**src/fat16_cluster_chain_walker_assert.svh**
```systemverilog
// Assertion macros used by the chain walker back end (fcw_back).
// Define ASSERT_OFF to compile them out.
`ifndef FAT16_CLUSTER_CHAIN_WALKER_ASSERT_SVH
`define FAT16_CLUSTER_CHAIN_WALKER_ASSERT_SVH

`ifndef ASSERT_OFF

// Property that must hold on every clock edge out of reset
`define FCW_ASSERT(lbl, clk, rstn, prop, msg) \
    lbl: assert property (@(posedge clk) disable iff (!rstn) (prop)) else $error(msg);

// Same-cycle implication
`define FCW_ASSERT_IMP(lbl, clk, rstn, ante, cons, msg) \
    lbl: assert property (@(posedge clk) disable iff (!rstn) (ante) |-> (cons)) else $error(msg);

// Next-cycle implication
`define FCW_ASSERT_NXT(lbl, clk, rstn, ante, cons, msg) \
    lbl: assert property (@(posedge clk) disable iff (!rstn) (ante) |=> (cons)) else $error(msg);

`else

`define FCW_ASSERT(lbl, clk, rstn, prop, msg)
`define FCW_ASSERT_IMP(lbl, clk, rstn, ante, cons, msg)
`define FCW_ASSERT_NXT(lbl, clk, rstn, ante, cons, msg)

`endif

`endif

```
**src/fcw_pkg.sv**
```systemverilog
package fcw_pkg;

    // Defaults for the top-level parameters
    localparam int TABLE_ENTRIES_DEF = 32768;
    localparam int CLUSTER_BYTES_DEF = 2048;
    localparam int MAX_CLUSTERS_DEF  = 64;

    // Depth of the queue between classifier and walker
    localparam int QUEUE_DEPTH = 2;

    // Volume geometry constants
    localparam logic [15:0] CHAIN_END       = 16'hFFF8;
    localparam int          SECTOR_BYTES    = 512;
    localparam int          DIR_ENTRY_BYTES = 32;
    localparam int          SECTOR_SHIFT    = $clog2(SECTOR_BYTES);
    localparam int          DIR_SHIFT       = $clog2(DIR_ENTRY_BYTES);

    // Function codes on the input channel
    localparam logic FUNC_WRITE = 1'b0;
    localparam logic FUNC_READ  = 1'b1;

    // Configuration register indexes
    localparam logic [2:0] REG_PART_OFFSET  = 3'd0;
    localparam logic [2:0] REG_RESERVED     = 3'd1;
    localparam logic [2:0] REG_FAT_COPIES   = 3'd2;
    localparam logic [2:0] REG_SECT_PER_FAT = 3'd3;
    localparam logic [2:0] REG_ROOT_ENTRIES = 3'd4;
    localparam logic [2:0] REG_SECT_PER_CLU = 3'd5;
    localparam logic [2:0] REG_READY        = 3'd6;

    typedef enum logic [1:0] {
        ST_COMPLETE  = 2'd0,
        ST_CHAIN_END = 2'd1,
        ST_NOT_READY = 2'd2,
        ST_BEYOND    = 2'd3
    } status_t;

    // Work kinds handed from the classifier to the walker
    typedef enum logic [1:0] {
        OP_WRITE  = 2'd0,
        OP_SINGLE = 2'd1,
        OP_WALK   = 2'd2
    } op_t;

    typedef enum logic [1:0] {
        S_IDLE = 2'd0,
        S_MUL  = 2'd1,
        S_WAIT = 2'd2,
        S_EMIT = 2'd3
    } back_state_t;

    // Settled volume geometry seen by the front and back parts
    typedef struct packed {
        logic [31:0] base;
        logic [7:0]  spc;
        logic        ready;
    } cfg_t;

    typedef struct packed {
        op_t         op;
        status_t     status;
        logic [15:0] cluster;
        logic [17:0] size;
        logic [14:0] index;
        logic [15:0] value;
    } req_t;

endpackage

```
**src/fcw_front.sv**
```systemverilog
module fcw_front #(
    parameter int TABLE_ENTRIES = fcw_pkg::TABLE_ENTRIES_DEF,
    parameter int CLUSTER_BYTES = fcw_pkg::CLUSTER_BYTES_DEF,
    parameter int MAX_CLUSTERS  = fcw_pkg::MAX_CLUSTERS_DEF
) (
    input  logic           s_valid,
    output logic           s_ready,
    input  logic           s_func,
    input  logic [14:0]    s_fat_index,
    input  logic [15:0]    s_fat_value,
    input  logic [15:0]    s_first_cluster,
    input  logic [17:0]    s_request_size,
    input  logic [31:0]    s_file_len,
    input  fcw_pkg::cfg_t  cfg,
    input  logic           q_full,
    output logic           q_push,
    output fcw_pkg::req_t  q_data
);

    localparam logic [31:0] CAP = 32'(MAX_CLUSTERS * CLUSTER_BYTES);

    logic [17:0] size_c;
    logic        in_range;

    // Clamp the request to the file size and to the walk limit
    always_comb begin
        size_c = s_request_size;
        if (32'(size_c) > s_file_len) begin
            size_c = s_file_len[17:0];
        end
        if (32'(size_c) > CAP) begin
            size_c = CAP[17:0];
        end
    end

    assign in_range = 17'(s_fat_index) < 17'(TABLE_ENTRIES);

    // Classify the transfer
    always_comb begin
        q_data.op      = fcw_pkg::OP_WALK;
        q_data.status  = fcw_pkg::ST_COMPLETE;
        q_data.cluster = s_first_cluster;
        q_data.size    = size_c;
        q_data.index   = s_fat_index;
        q_data.value   = s_fat_value;
        priority if (s_func == fcw_pkg::FUNC_WRITE) begin
            q_data.op = fcw_pkg::OP_WRITE;
        end else if (!cfg.ready) begin
            q_data.op     = fcw_pkg::OP_SINGLE;
            q_data.status = fcw_pkg::ST_NOT_READY;
        end else if (size_c == 18'd0) begin
            q_data.op     = fcw_pkg::OP_SINGLE;
            q_data.status = fcw_pkg::ST_COMPLETE;
        end else if (s_first_cluster >= fcw_pkg::CHAIN_END) begin
            q_data.op     = fcw_pkg::OP_SINGLE;
            q_data.status = fcw_pkg::ST_CHAIN_END;
        end else begin
            q_data.op = fcw_pkg::OP_WALK;
        end
    end

    // Drop table writes outside the table; they are accepted all the same
    assign s_ready = !q_full;
    assign q_push  = s_valid && !q_full && !(s_func == fcw_pkg::FUNC_WRITE && !in_range);

endmodule

```
**config.mk**
```make
export PLATFORM = sky130hd
export DESIGN_NAME = fcw_front
export DESIGN_NICKNAME = d
export VERILOG_FILES = /design/src/fat16_cluster_chain_walker_assert.svh /design/src/fcw_pkg.sv /design/src/fcw_front.sv
export SDC_FILE = /design/constraint.sdc
export NUM_CORES = 1
export LEC_CHECK = 0
export BUFFER_PORTS_ARGS = -buffer_cell sky130_fd_sc_hd__buf_2
export CORE_AREA = 2 2 83 85
export DETAILED_ROUTE_END_ITERATION = 10
export DIE_AREA = 0 0 85 87
export PLACE_DENSITY = 0.6
export SYNTH_ARGS = -nofsm -noshare
export SYNTH_HDL_FRONTEND = slang
export SYNTH_SLANG_ARGS = --single-unit
```
**constraint.sdc**
```tcl
create_clock -name vclk -period 5.53
set_input_delay 0 -clock vclk [all_inputs]
set_output_delay 0 -clock vclk [all_outputs]
set_load 0.03 [all_outputs]
```
==> report_table.html, run 1 <==
<table>
<tr><th>Metric</th><th>Value</th></tr>
<tr><th colspan="2">Synth</th></tr>
<tr><td>Number of warnings printed during yosys synthesis</td><td>0</td></tr>
<tr><td>Net Count, Synth</td><td>354</td></tr>
<tr><td>Unique masters post-synth</td><td>29</td></tr>
<tr><td>Post-synthesis area per instance</td><td>6.76 um^2</td></tr>
<tr><td>Count of mapped cells out of synthesis</td><td>between 150 and 200</td></tr>
<tr><td>Register area share after synthesis</td><td>0%</td></tr>
<tr><td>Mapped Area</td><td>roughly 1300 um^2</td></tr>
<tr><th colspan="2">Power</th></tr>
<tr><td>Worst supply voltage drop on vdd</td><td>about 0.022 mV</td></tr>
<tr><td>Power Density</td><td>approximately 80 nW/um^2</td></tr>
<tr><td>Part of the power in registers</td><td>0%</td></tr>
<tr><td>Leakage power of the design</td><td>roughly 0.9 nW</td></tr>
<tr><td>Switching fraction of total power</td><td>a little over three fifths</td></tr>
<tr><td>Share of total power in the clock network</td><td>0%</td></tr>
<tr><td>Switching power total</td><td>around 0.078 mW</td></tr>
<tr><td>Power share of the combinational group</td><td>100.0%</td></tr>
<tr><td>Power Internal</td><td>about 0.046 mW</td></tr>
<tr><th colspan="2">Critical path</th></tr>
<tr><td>Maximum fanout encountered on the critical timing path</td><td>37</td></tr>
<tr><td>CP required</td><td>between 5000 and 6000 ps</td></tr>
<tr><td>Worst setup SP type</td><td>input pin</td></tr>
<tr><td>Type of destination of the critical path</td><td>output pin</td></tr>
<tr><td>Startpoint-to-endpoint class of the critical path</td><td>input pin to output pin</td></tr>
<tr><td>Data arrival time of the worst path</td><td>2350 ps</td></tr>
<tr><th colspan="2">Detailed routing</th></tr>
<tr><td>Final WL</td><td>about 4.4 mm</td></tr>
<tr><td>DRC violation count after routing</td><td>0</td></tr>
<tr><td>Vias per inst</td><td>approximately 4.7</td></tr>
<tr><td>Post-DRT Antenna Nets</td><td>0</td></tr>
<tr><td>1st-pass router iterations</td><td>4</td></tr>
<tr><td>Routed wire length per instance</td><td>between 10 and 15 um</td></tr>
<tr><td>Vias post-DR</td><td>between 1500 and 2000</td></tr>
<tr><td>Number of DRC markers in iteration 0</td><td>64</td></tr>
<tr><th colspan="2">Die</th></tr>
<tr><td>Die span in x</td><td>~85 um</td></tr>
<tr><td>Effective utilization at floorplan</td><td>20.1%</td></tr>
<tr><td>I/O pin count</td><td>between 200 and 250</td></tr>
<tr><td>Die boundary height</td><td>around 87 um</td></tr>
<tr><td>Core Footprint</td><td>between 6000 and 7000 um^2</td></tr>
<tr><td>Row Count</td><td>30</td></tr>
<tr><td>Full die area</td><td>between 7000 and 8000 um^2</td></tr>
<tr><th colspan="2">Global routing</th></tr>
<tr><td>Largest net degree at the start of global routing</td><td>38</td></tr>
<tr><td>Wire length of the first global-routing pass</td><td>between 6 and 7 mm</td></tr>
<tr><td>Residual overflow from global routing</td><td>0</td></tr>
<tr><td>Antenna violations before repair</td><td>0</td></tr>
<tr><td>Combined global-route utilization of all metal layers</td><td>10.6%</td></tr>
<tr><td>Vias in the first global route</td><td>about 1500</td></tr>
<tr><th colspan="2">Outcome</th></tr>
<tr><td>Outcome</td><td>finished, final reports clean</td></tr>
<tr><th colspan="2">Layout</th></tr>
<tr><td>Proportion of layout cells with a drive suffix above 1</td><td>44.8%</td></tr>
<tr><td>Area used by sequential logic in the layout</td><td>0 um^2</td></tr>
<tr><td>Synthesis-to-layout area growth</td><td>19.3%</td></tr>
<tr><td>Layout net count</td><td>between 400 and 500</td></tr>
<tr><td>Multi-input gate area</td><td>roughly 870 um^2</td></tr>
<tr><td>Antenna diode count</td><td>0</td></tr>
<tr><td>Seq_cells</td><td>0</td></tr>
<tr><td>Number of fillers in the final layout</td><td>751</td></tr>
<tr><td>Clock Buffer Count</td><td>0</td></tr>
<tr><td>End-of-flow core utilization</td><td>a little under a quarter</td></tr>
<tr><th colspan="2">Min path</th></tr>
<tr><td>Hold path cells</td><td>0</td></tr>
<tr><td>Worst Hold Path EP</td><td>q_data[26]</td></tr>
<tr><td>Path category of the worst min-delay check</td><td>input pin to output pin</td></tr>
<tr><td>Hold wc startpoint</td><td>s_fat_index[10]</td></tr>
<tr><th colspan="2">Clock tree</th></tr>
<tr><td>Post-CTS setup buffer count</td><td>0</td></tr>
<tr><td>Resize count post-CTS</td><td>0</td></tr>
<tr><td>Count of hold buffers inserted by post-cts repair</td><td>0</td></tr>
<tr><th colspan="2">STA</th></tr>
<tr><td>Top achievable clock speed</td><td>approximately 420 MHz</td></tr>
<tr><td>Portion of the clock cycle consumed by the worst path in the final layout</td><td>42.6%</td></tr>
<tr><td>Final TNS setup</td><td>0 ps</td></tr>
<tr><td>Final count of hold timing violations</td><td>0</td></tr>
<tr><td>Final number of max-transition violations</td><td>0</td></tr>
<tr><td>Total of endpoints with negative setup slack in the final report</td><td>0</td></tr>
<tr><td>Headroom to the max-slew limit</td><td>68.4%</td></tr>
<tr><td>Unrepaired setup endpoints after global routing</td><td>false</td></tr>
<tr><td>Slew at the pin closest to its max-slew limit</td><td>about 470 ps</td></tr>
<tr><td>Final worst path period need</td><td>between 2000 and 2500 ps</td></tr>
<tr><th colspan="2">Place</th></tr>
<tr><td>Final weighted congestion of routability-driven global placement</td><td>~0.8</td></tr>
<tr><td>Final HPWL DP</td><td>~3.9 mm</td></tr>
<tr><td>Quantity of I/O buffers inserted on ports</td><td>approximately 100</td></tr>
<tr><th colspan="2">Flow run</th></tr>
<tr><td>Number of max-capacitance violations reported</td><td>0</td></tr>
</table>
==> worst max path at each step <==
stage	from	slack [ps]	to	depth (start not counted)
after floorplan	s_file_len[17]	3190	q_data[68]	8
after global placement	s_file_len[7]	3190	q_data[68]	12
after detailed placement	s_file_len[7]	3150	q_data[68]	12
after CTS	s_file_len[7]	3150	q_data[68]	12
after global routing	s_file_len[5]	3010	q_data[68]	12
final	s_file_len[7]	3180	q_data[68]	12
==> area by class of cell <==
class	count	share of cell area, %
timing repair buffer	105	33.6
inverter	20	4.77
multi-input combinational	123	55.3
tap	80	6.36
==> metrics by stage <==
stage	std cells	power, mW	setup slack (ps)	hold slack, ps	instance area (um^2)
after floorplan	195	0.123	3190	110	1320
after global placement	328	0.123	3190	0.205	1570
after detailed placement	328	0.125	3150	0.205	1570
after CTS	328	0.125	3150	0.205	1570
after global routing	328	0.136	3010	0.0435	1570
final	328	0.124	3180	0.00972	1570
==> placed cells by master, fill, tap and decap left out <==
cell type | netlist | routed
a21o_1 | 1 | 1
a21oi_1 | 8 | 8
o21a_1 | 1 | 1
nand2_1 | 19 | 19
o21ai_0 | 13 | 13
nor4_4 | 1 | 1
inv_1 | 20 | 20
a22oi_1 | 1 | 1
nor2b_1 | 2 | 2
o31ai_4 | 1 | 1
a21o_2 | 1 | 1
nor4_1 | 11 | 11
nand3b_1 | 8 | 8
or4_1 | 1 | 1
nand4_1 | 6 | 6
buf_2 | 2 | 104
nand3_1 | 12 | 12
nor2_1 | 3 | 3
nand4_2 | 1 | 1
and3b_1 | 1 | 1
ha_1 | 18 | 18
o21ai_1 | 1 | 1
buf_4 | 47 | 1
mux2_4 | 1 | 1
nor3b_1 | 1 | 1
a221oi_2 | 1 | 1
o31ai_1 | 9 | 9
nor3_1 | 1 | 1
==> critical path, stage by stage <==
cell     delay, ps
buf_2           90
inv_1           50
ha_1           280
a21oi_1        140
o21ai_0        120
a22oi_1        210
o21ai_1        140
o31ai_4        170
buf_4          370
mux2_4         350
nor3b_1        190
buf_2          230
==> power by group through the flow <==
stage / combinational, mW / clock [mW] / sequential (mW)
6_report: 0.124 / 0 / 0
5_1_grt: 0.136 / 0 / 0
4_1_cts: 0.125 / 0 / 0
3_5_place_dp: 0.125 / 0 / 0
3_3_place_gp: 0.123 / 0 / 0
2_1_floorplan: 0.123 / 0 / 0
==> layer usage <==
metal / wire [um] / GRT usage, % / vias up
li1: - / - / 754
met1: 1830 / 11.9 / 678
met2: 2110 / 20.4 / 90
met3: 396 / 2.18 / 12
met4: 88 / 2.31 / 0
met5: 0 / 0 / -
==> cell usage after synthesis (all sizes together) (2+ instances only) <==
cell type | n | area share (%)
nand4 | 7 | 3.8
o31ai | 10 | 6.7
a21oi | 8 | 3.0
buf | 49 | 28
clkbuf | 3 | 0.85
nand3 | 12 | 4.6
nor2 | 3 | 0.85
o21ai | 14 | 5.3
nand2 | 19 | 5.4
inv | 20 | 5.7
nor4 | 12 | 6.8
nor2b | 2 | 0.95
ha | 18 | 17
a21o | 2 | 1.2
nand3b | 8 | 4.6
==> cells by family (layout without fill, tap and decap cells) <==
family	Yosys count	after routing	synth area share (%)
muxes	1	1	1.14
AOI/OAI and AO/OA	37	37	18.6
adders and majority gates	18	18	17.1
buffers and inverters	72	125	34.1
and+or+nand+nor	67	67	29.1
(Power assumes the default switching activity.)
==> run 2: changes to the inputs <==
--- a/config.mk
+++ b/config.mk
@@ -5,11 +5,12 @@
 export SDC_FILE = /design/constraint.sdc
 export NUM_CORES = 1
 export LEC_CHECK = 0
+export ABC_AREA = 1
 export BUFFER_PORTS_ARGS = -buffer_cell sky130_fd_sc_hd__buf_2
-export CORE_AREA = 2 2 83 85
+export CORE_AREA = 2 2 81 83
 export DETAILED_ROUTE_END_ITERATION = 10
-export DIE_AREA = 0 0 85 87
-export PLACE_DENSITY = 0.6
+export DIE_AREA = 0 0 83 85
+export PLACE_DENSITY = 0.66
 export SYNTH_ARGS = -nofsm -noshare
 export SYNTH_HDL_FRONTEND = slang
 export SYNTH_SLANG_ARGS = --single-unit
==> constraint.sdc (replaced) <==
create_clock -name vclk -period 2.4
set_input_delay 0 -clock vclk [all_inputs]
set_output_delay 0 -clock vclk [all_outputs]
set_load 0.03 [all_outputs]
==> report_table.html, run 2 <==
<table>
<tr><th>Metric</th><th>Value</th></tr>
<tr><th colspan="2">Synth</th></tr>
<tr><td>Yosys top cell area share</td><td>23.8% (-2.9 points)</td></tr>
<tr><td>Number of warnings printed during yosys synthesis</td><td>0 (unchanged)</td></tr>
<tr><td>Ranking of synthesized cells by instance count</td><td>nand2_1 (63), buf_4 (48), inv_1 (39), nor2_1 (32), ha_1 (18)</td></tr>
<tr><td>Count of mapped cells out of synthesis</td><td>269 (+38%)</td></tr>
<tr><td>Unique masters post-synth</td><td>29 (unchanged)</td></tr>
<tr><td>Mapped Area</td><td>1510 um^2 (+15%)</td></tr>
<tr><td>Register area share after synthesis</td><td>0% (unchanged)</td></tr>
<tr><td>Post-synthesis area per instance</td><td>5.62 um^2 (-17%)</td></tr>
<tr><td>Count leader, synth</td><td>nand2_1</td></tr>
<tr><td>Most area-hungry cell type in the Yosys netlist</td><td>buf_4</td></tr>
<tr><td>Net Count, Synth</td><td>428 (+21%)</td></tr>
<tr><td>Main area contributors after synthesis</td><td>buf_4 (24%), nand2_1 (16%), ha_1 (15%)</td></tr>
<tr><th colspan="2">Layout</th></tr>
<tr><td>Proportion of layout cells with a drive suffix above 1</td><td>66.8% (+22 points)</td></tr>
<tr><td>Seq_cells</td><td>0 (unchanged)</td></tr>
<tr><td>Clock Buffer Count</td><td>0 (unchanged)</td></tr>
<tr><td>Most used cells in the layout excluding fill and tap cells</td><td>buf_2 (75), buf_4 (44), nand2_1 (34)</td></tr>
<tr><td>Antenna diode count</td><td>0 (unchanged)</td></tr>
<tr><td>Number of fillers in the final layout</td><td>627 (-17%)</td></tr>
<tr><td>Area used by sequential logic in the layout</td><td>0 um^2 (unchanged)</td></tr>
<tr><td>Layout net count</td><td>526 (+29%)</td></tr>
<tr><td>Most common cell after layout, fill and taps aside</td><td>buf_2</td></tr>
<tr><td>Synthesis-to-layout area growth</td><td>78.8%</td></tr>
<tr><th colspan="2">Critical path</th></tr>
<tr><td>Crit-path leading delay family</td><td>simple AND/OR/NAND/NOR gates</td></tr>
<tr><td>Maximum fanout encountered on the critical timing path</td><td>6 (-84%)</td></tr>
<tr><td>CP Depth</td><td>25 (+13)</td></tr>
<tr><td>Highest cell delay on the worst timing path</td><td>240 ps (-130 ps)</td></tr>
<tr><td>Critical path buffer and inverter count</td><td>4 (unchanged)</td></tr>
<tr><td>Startpoint-to-endpoint class of the critical path</td><td>input pin to output pin</td></tr>
<tr><td>Most frequent cell on the critical path</td><td>nand2_2</td></tr>
<tr><td>Worst setup SP type</td><td>input pin</td></tr>
<tr><td>CP required</td><td>2400 ps (-3130 ps)</td></tr>
<tr><td>Type of destination of the critical path</td><td>output pin</td></tr>
<tr><td>Slowest CP cell</td><td>ha_4</td></tr>
<tr><td>Data arrival time of the worst path</td><td>2510 ps (+160 ps)</td></tr>
<tr><th colspan="2">Detailed routing</th></tr>
<tr><td>Final WL</td><td>6.08 mm (+37%)</td></tr>
<tr><td>Routed wire length per instance</td><td>13.8 um (+1.9%)</td></tr>
<tr><td>DRC violation count after routing</td><td>0 (unchanged)</td></tr>
<tr><td>Number of DRC markers in iteration 0</td><td>125 (+95%)</td></tr>
<tr><td>Vias per inst</td><td>4.62 (-1.3%)</td></tr>
<tr><td>1st-pass router iterations</td><td>4 (unchanged)</td></tr>
<tr><td>Post-DRT Antenna Nets</td><td>0 (unchanged)</td></tr>
<tr><td>Vias post-DR</td><td>2041 (+33%)</td></tr>
<tr><th colspan="2">STA</th></tr>
<tr><td>Total of endpoints with negative setup slack in the final report</td><td>20 (+20)</td></tr>
<tr><td>Portion of the clock cycle consumed by the worst path in the final layout</td><td>104%</td></tr>
<tr><td>Final setup slack of the worst path</td><td>-107 ps (-3280 ps)</td></tr>
<tr><td>Slew at the pin closest to its max-slew limit</td><td>376 ps (-92.9 ps)</td></tr>
<tr><td>Headroom to the max-slew limit</td><td>74.6% (+6.2 points)</td></tr>
<tr><td>Hold Slack</td><td>0.00840 ps (-0.00132 ps)</td></tr>
<tr><td>Final number of max-transition violations</td><td>0 (unchanged)</td></tr>
<tr><td>Final count of hold timing violations</td><td>0 (unchanged)</td></tr>
<tr><td>Final worst path period need</td><td>2510 ps</td></tr>
<tr><td>Top achievable clock speed</td><td>between 300 and 400 MHz</td></tr>
<tr><td>Unrepaired setup endpoints after global routing</td><td>true</td></tr>
<tr><th colspan="2">Die</th></tr>
<tr><td>Full die area</td><td>7060 um^2 (-4.6%)</td></tr>
<tr><td>Effective utilization at floorplan</td><td>24.4% (+4.3 points)</td></tr>
<tr><td>Die boundary height</td><td>85 um (-2.3%)</td></tr>
<tr><td>Row Count</td><td>29 (-3.3%)</td></tr>
<tr><td>Core Footprint</td><td>6200 um^2 (-5.5%)</td></tr>
<tr><td>Die span in x</td><td>83 um (-2.4%)</td></tr>
<tr><td>I/O pin count</td><td>212 (unchanged)</td></tr>
<tr><th colspan="2">Global routing</th></tr>
<tr><td>Antenna violations before repair</td><td>0 (unchanged)</td></tr>
<tr><td>Largest net degree at the start of global routing</td><td>18 (-53%)</td></tr>
<tr><td>Residual overflow from global routing</td><td>0 (unchanged)</td></tr>
<tr><td>Combined global-route utilization of all metal layers</td><td>13.3% (+2.7 points)</td></tr>
<tr><td>Vias in the first global route</td><td>1885 (+29%)</td></tr>
<tr><td>Wire length of the first global-routing pass</td><td>8.14 mm (+25%)</td></tr>
<tr><th colspan="2">Power</th></tr>
<tr><td>Sum of internal, switching and leakage power</td><td>0.435 mW (+250%)</td></tr>
<tr><td>Leakage power of the design</td><td>1.41 nW (+60%)</td></tr>
<tr><td>Worst supply voltage drop on vdd</td><td>0.0837 mV (+280%)</td></tr>
<tr><td>Power Density</td><td>161 nW/um^2 (+100%)</td></tr>
<tr><th colspan="2">Clock tree</th></tr>
<tr><td>Count of hold buffers inserted by post-cts repair</td><td>0 (unchanged)</td></tr>
<tr><th colspan="2">Min path</th></tr>
<tr><td>Path category of the worst min-delay check</td><td>input pin to output pin</td></tr>
<tr><td>Worst Hold Path EP</td><td>q_data[26]</td></tr>
<tr><td>Hold path cells</td><td>0 (unchanged)</td></tr>
<tr><td>Hold wc startpoint</td><td>s_fat_index[10]</td></tr>
<tr><th colspan="2">Place</th></tr>
<tr><td>Setup WS pre-CTS</td><td>-101 ps (-3250 ps)</td></tr>
<tr><td>Quantity of I/O buffers inserted on ports</td><td>104 (unchanged)</td></tr>
<tr><td>Final weighted congestion of routability-driven global placement</td><td>0.876 (+11%)</td></tr>
<tr><td>Final HPWL DP</td><td>4.35 mm (+12%)</td></tr>
<tr><th colspan="2">Outcome</th></tr>
<tr><td>Violations in the final reports</td><td>setup timing</td></tr>
<tr><td>Outcome</td><td>complete, but fails checks</td></tr>
<tr><th colspan="2">Flow run</th></tr>
<tr><td>Number of max-capacitance violations reported</td><td>0 (unchanged)</td></tr>
</table>
run 2: cell types whose count changed in the layout (fill, tap and decap cells not counted), sizes merged, moves of 21 or more:
cell / change
inv: +21
nor2: +30
nand2: +50
buf: +29
run 2: cells by family (layout without fill, tap and decap cells):
logic type      Yosys count  count (layout)  share of synthesized area (%)
simple gates            131             133                           38.7
compound gates           28              28                           10.5
buf+inv                  92             186                           35.8
fa+ha+maj                18              18                           14.9
run 2: worst max path at each step:
stage / start / endpoint / slack (ps)
global placement: s_file_len[7] / q_data[34] / -100
finish: s_request_size[3] / q_data[68] / -110
floorplan: s_file_len[15] / q_data[67] / 10
global route: s_request_size[3] / q_data[68] / -310
detailed placement: s_file_len[7] / q_data[34] / -100
CTS: s_file_len[15] / q_data[68] / 4
run 2: what timing repair did:
item / CTS / global route
pin swaps: 1 / 41
gates cloned: 0 / 3
gates resized for setup: 19 / 128
endpoints found under the setup margin: 19 / 20
buffers inserted: 0 / 6
run 2: routing by layer:
| metal | global-route usage (%) | vias to the layer above | share of wire [%] |
|---|---|---|---|
| met4 | 3.13 | 0 | 1.8 |
| met5 | 0 | - | 0 |
| li1 | - | 1007 | - |
| met2 | 23.3 | 88 | 53 |
| met1 | 17.4 | 932 | 39 |
| met3 | 1.46 | 14 | 6.5 |
run 2: through the flow:
step                      TNS, ps  instance area, um^2  utilization, %  std cells
after floorplan                 0                 1520               -        269
after global placement      -1060                 2000            32.2        433
after detailed placement     -857                 2000            32.2        433
after CTS                       0                 2060            33.2        433
after global routing        -4370                 2700            43.6        442
final                       -1050                 2700            43.6        442
run 2: where the power goes:
group	internal, mW	switching (mW)	total [mW]
combinational	0.194	0.241	0.435
clock	0	0	0
sequential	0	0	0
run 2: cell type report:
cell class                      count  area [um^2]  share of cell area [%]
Tap cell                           77         96.3                    3.56
Inverter                           41          156                    5.79
Timing Repair Buffer              145          986                    36.5
Multi-Input combinational cell    179         1460                    54.2
==> run 3: changes to the inputs <==
--- a/config.mk
+++ b/config.mk
@@ -11,6 +11,7 @@
 export DETAILED_ROUTE_END_ITERATION = 10
 export DIE_AREA = 0 0 83 85
 export PLACE_DENSITY = 0.66
+export REMOVE_ABC_BUFFERS = 1
 export SYNTH_ARGS = -nofsm -noshare
 export SYNTH_HDL_FRONTEND = slang
 export SYNTH_SLANG_ARGS = --single-unit
==> constraint.sdc (replaced) <==
create_clock -name vclk -period 2.4
set_input_delay 0 -clock vclk [all_inputs]
set_output_delay 0 -clock vclk [all_outputs]
set_load 0.02 [all_outputs]
==> report_table.html, run 3 (synthesized netlist as in run 2, its figures left out) <==
<table>
<tr><th>Metric</th><th>Value</th></tr>
<tr><th colspan="2">Outcome</th></tr>
<tr><td>Outcome</td><td>complete, but fails checks</td></tr>
<tr><td>Violations in the final reports</td><td>setup timing</td></tr>
<tr><th colspan="2">Flow run</th></tr>
<tr><td>Number of max-capacitance violations reported</td><td>0 (unchanged)</td></tr>
<tr><th colspan="2">Layout</th></tr>
<tr><td>Finished Layout Cells</td><td>438 (-0.90%)</td></tr>
<tr><td>Proportion of layout cells with a drive suffix above 1</td><td>68.1% (+1.3 points)</td></tr>
<tr><td>Antenna diode count</td><td>0 (unchanged)</td></tr>
<tr><td>Most used cells in the layout excluding fill and tap cells</td><td>buf_2 (74), buf_4 (43), nand2_1 (37)</td></tr>
<tr><td>Area used by sequential logic in the layout</td><td>0 um^2 (unchanged)</td></tr>
<tr><td>Clock Buffer Count</td><td>0 (unchanged)</td></tr>
<tr><td>Synthesis-to-layout area growth</td><td>85.2%</td></tr>
<tr><td>Most common cell after layout, fill and taps aside</td><td>buf_2</td></tr>
<tr><td>Multi-input gate area</td><td>1540 um^2 (+5.0%)</td></tr>
<tr><td>Layout net count</td><td>522 (-0.76%)</td></tr>
<tr><td>Seq_cells</td><td>0 (unchanged)</td></tr>
<tr><td>Number of fillers in the final layout</td><td>609 (-2.9%)</td></tr>
<tr><th colspan="2">Detailed routing</th></tr>
<tr><td>1st-pass router iterations</td><td>4 (unchanged)</td></tr>
<tr><td>DRC violation count after routing</td><td>0 (unchanged)</td></tr>
<tr><td>Final WL</td><td>8.15 mm (+34%)</td></tr>
<tr><td>Vias per inst</td><td>4.75 (+2.8%)</td></tr>
<tr><td>Post-DRT Antenna Nets</td><td>0 (unchanged)</td></tr>
<tr><td>Vias post-DR</td><td>2080 (+1.9%)</td></tr>
<tr><td>Number of DRC markers in iteration 0</td><td>40 (-68%)</td></tr>
<tr><td>Routed wire length per instance</td><td>18.6 um (+35%)</td></tr>
<tr><th colspan="2">Power</th></tr>
<tr><td>Worst supply voltage drop on vdd</td><td>0.0793 mV (-5.3%)</td></tr>
<tr><td>Power Density</td><td>155 nW/um^2 (-3.9%)</td></tr>
<tr><td>Leakage power of the design</td><td>1.42 nW (+0.40%)</td></tr>
<tr><th colspan="2">STA</th></tr>
<tr><td>Slew at the pin closest to its max-slew limit</td><td>528 ps (+152 ps)</td></tr>
<tr><td>Final setup slack of the worst path</td><td>-144 ps (-36.6 ps)</td></tr>
<tr><td>Unrepaired setup endpoints after global routing</td><td>true</td></tr>
<tr><td>Final TNS setup</td><td>-1050 ps (+5.11 ps)</td></tr>
<tr><td>Portion of the clock cycle consumed by the worst path in the final layout</td><td>106% (+1.5 points)</td></tr>
<tr><td>Headroom to the max-slew limit</td><td>64.3% (-10 points)</td></tr>
<tr><td>Final count of hold timing violations</td><td>0 (unchanged)</td></tr>
<tr><td>Final number of max-transition violations</td><td>0 (unchanged)</td></tr>
<tr><td>Top achievable clock speed</td><td>393 MHz (-1.4%)</td></tr>
<tr><td>Total of endpoints with negative setup slack in the final report</td><td>19 (-5.0%)</td></tr>
<tr><td>Final worst path period need</td><td>2540 ps (+36.6 ps)</td></tr>
<tr><th colspan="2">Global routing</th></tr>
<tr><td>Largest net degree at the start of global routing</td><td>18 (unchanged)</td></tr>
<tr><td>Vias in the first global route</td><td>1900 (+0.80%)</td></tr>
<tr><td>Antenna violations before repair</td><td>2 (+2)</td></tr>
<tr><td>Wire length of the first global-routing pass</td><td>10.5 mm (+29%)</td></tr>
<tr><td>Residual overflow from global routing</td><td>0 (unchanged)</td></tr>
<tr><td>Combined global-route utilization of all metal layers</td><td>19.2% (+6.0 points)</td></tr>
<tr><th colspan="2">Critical path</th></tr>
<tr><td>Slowest CP cell</td><td>o31ai_4</td></tr>
<tr><td>Highest cell delay on the worst timing path</td><td>280 ps (+40 ps)</td></tr>
<tr><td>Critical path buffer and inverter count</td><td>5 (+1)</td></tr>
<tr><td>Startpoint-to-endpoint class of the critical path</td><td>input pin to output pin</td></tr>
<tr><td>Type of destination of the critical path</td><td>output pin</td></tr>
<tr><td>Crit-path leading delay family</td><td>compound AO/OA/AOI/OAI gates</td></tr>
<tr><td>Data arrival time of the worst path</td><td>2540 ps (+30 ps)</td></tr>
<tr><td>CP required</td><td>2400 ps (about the same)</td></tr>
<tr><td>List of cells traversed by the critical path</td><td>buf_6 -&gt; inv_2 -&gt; ha_4 -&gt; a21oi_1 -&gt; o21ai_0 -&gt; a21oi_2 -&gt; nand2_2 -&gt; nand2_4 -&gt; nand2_8 -&gt; clkbuf_16 -&gt; nand3_4 -&gt; nand2_2 -&gt; nor2_2 -&gt; buf_4 -&gt; nand4_1 -&gt; o31ai_4 -&gt; nand3_4 -&gt; a21oi_2 -&gt; buf_4</td></tr>
<tr><td>Maximum fanout encountered on the critical timing path</td><td>6 (unchanged)</td></tr>
<tr><td>Worst setup SP type</td><td>input pin</td></tr>
<tr><th colspan="2">Die</th></tr>
<tr><td>I/O pin count</td><td>212 (unchanged)</td></tr>
<tr><td>Effective utilization at floorplan</td><td>24.4% (unchanged)</td></tr>
<tr><td>Die span in x</td><td>83 um (unchanged)</td></tr>
<tr><td>Core Footprint</td><td>6200 um^2 (unchanged)</td></tr>
<tr><td>Full die area</td><td>7060 um^2 (unchanged)</td></tr>
<tr><td>Die boundary height</td><td>85 um (unchanged)</td></tr>
<tr><td>Row Count</td><td>29 (unchanged)</td></tr>
<tr><th colspan="2">Place</th></tr>
<tr><td>Setup WS pre-CTS</td><td>-82.3 ps (+18.9 ps)</td></tr>
<tr><td>Final HPWL DP</td><td>6.70 mm (+54%)</td></tr>
<tr><td>Placed insts</td><td>426 (-1.6%)</td></tr>
<tr><td>Final weighted congestion of routability-driven global placement</td><td>0.904 (+3.1%)</td></tr>
<tr><td>Quantity of I/O buffers inserted on ports</td><td>104 (unchanged)</td></tr>
<tr><th colspan="2">Min path</th></tr>
<tr><td>Path category of the worst min-delay check</td><td>input pin to output pin</td></tr>
</table>
[run 3: changes by cell type in the layout (fill, tap and decap cells not counted), moves of 4 or more]
cell	delta
a21oi_1	-7
a21oi_4	+4
buf_6	+10
clkbuf_4	-10
nor2_1	-5
nor2_4	+7
[run 3: stage by stage]
| step | power, mW | hold slack, ps | util, % | area, um^2 |
|---|---|---|---|---|
| after global placement | 0.294 | 0.287 | 31.3 | 1940 |
| after CTS | 0.304 | 0.287 | 32.5 | 2020 |
| after detailed placement | 0.298 | 0.287 | 31.3 | 1940 |
| after global routing | 0.470 | 0.122 | 45.1 | 2800 |
| final | 0.433 | 0.181 | 45.1 | 2800 |
| after floorplan | 0.131 | 0 | - | 1120 |
[run 3: timing repair]
item | CTS | global route
resized for setup | 19 | 161
endpoints found under the hold margin | 0 | 0
endpoints found under the setup margin | 17 | 20
gates cloned | 0 | 2
setup buffers | 0 | 10
pin swaps | 3 | 47
hold buffers | 0 | 0
[run 3: layout make-up]
type | instances | area share [%]
inverter | 41 | 5.86
timing repair buffer | 142 | 35.8
multi-input combinational | 178 | 54.9
tap | 77 | 3.44
[run 3: per-layer routing]
metal	part of all wire [%]	GRT usage, %	vias up	wire length (um)
met4	3.1	4.92	4	253
met2	50	33.9	151	4070
met3	13	9.34	12	1070
met1	34	20.6	920	2730
li1	-	-	993	-
met5	0.28	0.699	-	23
[run 3: power by group]
part | switching, mW | total [mW] | internal (mW)
Clock | 0 | 0 | 0
Sequential | 0 | 0 | 0
Combinational | 0.230 | 0.433 | 0.202
[run 3: worst paths after layout]
| check | from | endpoint | slack [ps] | cells after the start |
|---|---|---|---|---|
| setup / recovery | s_file_len[13] | q_data[67] | -140 | 19 |
| hold / removal | s_fat_index[10] | q_data[26] | 0.2 | 0 |
